<file path="src/hdl/pfqs_ram.sv">
`timescale 1ns / 1ps
`default_nettype none

module pfqs_ram #(
    parameter int unsigned WIDTH = 8,
    parameter int unsigned DEPTH = 16
) (
    input  wire logic                     i_clk,
    input  wire logic                     i_we,
    input  wire logic [$clog2(DEPTH)-1:0] i_waddr,
    input  wire logic [WIDTH-1:0]         i_wdata,
    input  wire logic                     i_re,
    input  wire logic [$clog2(DEPTH)-1:0] i_raddr,
    output logic      [WIDTH-1:0]         o_rdata
);

    logic [WIDTH-1:0] r_mem [DEPTH];

    always_ff @(posedge i_clk) begin
        if (i_we) begin
            r_mem[i_waddr] <= i_wdata;
        end
        if (i_re) begin
            o_rdata <= r_mem[i_raddr];
        end
    end

endmodule

`default_nettype wire

</file>
<file path="config.mk">
export PLATFORM = sky130hd
export DESIGN_NAME = pfqs_ram
export DESIGN_NICKNAME = d
export VERILOG_FILES = /design/src/hdl/pfqs_ram.sv
export SDC_FILE = /design/constraint.sdc
export NUM_CORES = 1
export LEC_CHECK = 0
export ABC_AREA = 1
export BUFFER_PORTS_ARGS = -buffer_cell sky130_fd_sc_hd__buf_2
export CORE_UTILIZATION = 50
export DETAILED_ROUTE_END_ITERATION = 10
export PLACE_DENSITY_LB_ADDON = 0.2
export SLEW_MARGIN = 0
export SYNTH_ARGS = -nofsm -noshare
export SYNTH_HDL_FRONTEND = slang
export SYNTH_SLANG_ARGS = --single-unit
</file>
<file path="constraint.sdc">
create_clock -name i_clk -period 1.15 [get_ports i_clk]
set_input_delay 0.0575 -clock i_clk [delete_from_list [all_inputs] [get_ports i_clk]]
set_output_delay 0.0575 -clock i_clk [all_outputs]
set_load 0.02 [all_outputs]
</file>
# Word-level counts from Yosys, hierarchy flattened
# Memories as Yosys holds them, arrays and structs flattened. A register that Yosys moved wholly into a read port is not among the register bits.
# Index checks and enable logic that the tools add are counted.
dict set report op_classes {
  eq_ne 0
  addsub 0
  n_reduce_logical 0
  order_cmp 0
  mux 2
  n_shift 0
  bitwise 0
  mul 0
  n_div 0
}
# op n
set ops {}
lappend ops {{$mux W1} 2}
dict set report totals {
  rom_bits 0
  out_inout_bits 8
  mem_count 1
  in_bits 19
  regBits 0
  word_cells 3
  mem_bits_rw 128
  latchBits 0
}
# memory words word_bits read_ports rd_clocked_by_memory_dff write_ports line
set memory_table {}
lappend memory_table {r_mem 16 8 1 1 1 17} ;# logic [WIDTH-1:0] r_mem [DEPTH];

# Depth between registers and ports, before layout
dict set report depth {
  word_depth 2
  mapped_depth 8
  mapped_depth_nobuf 7
}

# Worst setup path before layout
# OpenSTA, ideal clock, no wires.
dict set report synth_timing {
  path_kind {input -> register}
  startpoint {in i_waddr[2]}
  endpoint {mem r_mem[10][0], enable pin}
  arrival_time_ps 638
  n_path_buf 0
  t_required_ps 780
  cell_stages 2
  slack_ps 142
  setup_ps 370
  cell_sequence {nand3b_1 -> nor2_1}
}
# element line
set synth_rtl {}
lappend synth_rtl {{start: declaration} 10} ;# input wire logic [$clog2(DEPTH)-1:0] i_waddr,
lappend synth_rtl {{end: declaration} 17}
# No word-level cell before the write port.

==> results_dict.tcl <==
set metrics [dict create \
    power_density_nw_per_um2 1590 \
    rows 39 \
    finalWirelength_mm 13.0 \
    diodes 0 \
    endpoint "o_rdata[0]$_DFFE_PP_" \
    drc 0 \
    final.min_clock_period_ps 1120 \
    route.met2.wl_mm 6.17 \
    initial_core_util_pct 51.2 \
    grt_pass1_vias 3723 \
    synth_mux_area_share_pct 0 \
    ant_nets 0 \
    highest_layer "met4" \
    cts_setup_buffers 0 \
    ys_ff_latch 136 \
    antenna_found_initial 0 \
    avgSynthCellArea_um2 10.6 \
    synth_top_family_by_area "simple AND/OR/NAND/NOR gates" \
    path_clk_slew_ps 50 \
    synth_area_um2 5850 \
    cts_tree "yes" \
    yosys.area_share.simple_pct 20.8 \
    leakage_nw 2.97 \
    gp_congestion 0.827 \
    finalSetupTns_ps 0 \
    io_buffers 26 \
    hold_violations 0 \
    dpl.hpwl_mm 8.18 \
    r2r_start "r_mem[3][0]$_DFFE_PP_" \
    layout_commonest_cell "nand2_1" \
    cap_violations 0 \
    first_pass_iters 5 \
    cts_root_buffer "clkbuf_16" \
    grt_pass1_wl_mm 19.8 \
    die_area_um2 12100 \
    power_mw 10.8 \
    wl_met1_mm 5.95 \
    status "finished clean" \
    syn_to_final_growth_pct 16.8 \
    synthAdderAreaFrac_pct 0 \
    worst_pin_slew_ps 404 \
    report.final.slew_viol_count 0 \
    synth_xor_area_share_pct 0 \
    fmax_mhz 897 \
    synth_compound_area_share_pct 0 \
    cp.arrival_ps 1290 \
    ir_drop_mv 0.974 \
    wl_met3_um 675 \
    cp-start-kind "flop" \
    postSynthCellCount 551 \
    vias 3901 \
    rr_endpoint "o_rdata[0]$_DFFE_PP_" \
    clock_path_buffers 2 \
    reg2reg_depth 6 \
    worstSetupPathType "reg -> reg" \
    clock_skew_ps 5.88 \
    hold_path.class "in -> reg" \
    vias_per_cell 5.15 \
    grt.overflow.total 0 \
    grt_use_total_pct 23.5 \
    drive_above_1_share_pct 14.8 \
    worstSetupEndpointType "flop" \
    die-height_um 110 \
    routedWlPerCell_um 17.2 \
    synth.distinct_cells 11 \
    required_ps 1320 \
    clock_sinks 136 \
    ys_seq_area_share_pct 69.8 \
    coreArea_um2 11400 \
    drt_iter0_drc 281 \
    htreeDepth 4 \
    layout_common_cells "nand2_1, edfxtp_1, inv_1, nand3_1, buf_2" \
    final_nets 622 \
    synth_nets 570 \
    slew_headroom_pct 73.1 \
    worstSetupStartpoint "r_mem[3][0]$_DFFE_PP_" \
    num_io_pins 27 \
    period_share_pct 97.0 \
    grt_max_degree 50 \
    cts_buffers 17 \
    r2r_setup_slack_ps 30 \
    rsz0062_at_grt "yes" \
    path_max_fanout 1 \
    clkLatencyLatePin_ps 410 \
    synth_warnings 0 \
    fp.dieW_um 110 \
    finalSetupViolCount 0 \
]
[kinds of logic after synthesis]
kind of cell,Yosys count
simple gates,289
buf+inv,126
flops,136
[Yosys cell counts]
cell,instances,area [µm²]
buf_1,1,3.75
buf_2,13,65.1
buf_4,4,30.0
buf_6,6,67.6
edfxtp_1,136,4080
inv_1,100,375
inv_2,2,7.51
nand2_1,173,649
nand3_1,97,485
nand3b_1,2,15.0
nor2_1,17,63.8
[final cells by class]
cell class              count  area [µm²]
clock buffers              22         444
clock inverters             8        33.8
fillers                   953        4590
inverters                 102         383
multi-input cells         289        1280
flip-flops and latches    136        4080
well taps                 143         179
repair buffers             57         428
[power breakdown]
group / total (mW) / switching [mW] / leakage [nW] / internal (mW)
clock network: 4.46 / 1.79 / 0.235 / 2.67
logic: 0.759 / 0.518 / 1.50 / 0.241
registers: 5.62 / 0.0307 / 1.24 / 5.59
[metrics by stage]
| stage | setup WS (ps) | hold WS [ps] | std cells | util (%) | cell area (µm²) |
|---|---|---|---|---|---|
| floorplan | 142 | 156 | 551 | - | 5850 |
| global placement | -134 | 433 | 726 | 55.0 | 6280 |
| detailed placement | -164 | 434 | 726 | 55.0 | 6280 |
| CTS | 13.2 | 53.8 | 757 | 59.2 | 6770 |
| global route | -17.9 | 65.5 | 757 | 59.8 | 6830 |
| finish | 34.6 | 59.8 | 757 | 59.8 | 6830 |
[worst max-delay path, stage by stage, from the launching register on]
cell,delay (ps)
edfxtp_1,380
nand2_1,80
nand2_1,50
nand2_1,70
nand3_2,100
nand3_2,120
nand2_1,60
[metal layers]
metal / GRT usage (%) / vias to the layer above
li1: - / 1883
met5: 0 / -
met3: 4.88 / 17
met1: 32.3 / 1878
met2: 36.6 / 123
met4: 10.2 / 0
[sequential cells by signal (all words and copies together) (netlist names)]
name and flops:
o_rdata 8, r_mem 128
[how the worst min path moves through the flow]
stage	startpoint	to	cells after the start
global route	i_wdata[3]	r_mem[12][3]$_DFFE_PP_	1
finish	i_wdata[7]	r_mem[15][7]$_DFFE_PP_	1
detailed placement	i_re	o_rdata[4]$_DFFE_PP_	1
global placement	i_re	o_rdata[4]$_DFFE_PP_	1
CTS	i_wdata[7]	r_mem[15][7]$_DFFE_PP_	1
floorplan	i_wdata[0]	r_mem[0][0]$_DFFE_PP_	0
[timing repair]
item	4_1_cts	5_1_grt
setup endpoints to repair	0	7
endpoints found under the hold margin	5	0
resized for setup	0	13
hold buffers	1	0
Note: power is estimated with default switching activity, not from simulation.
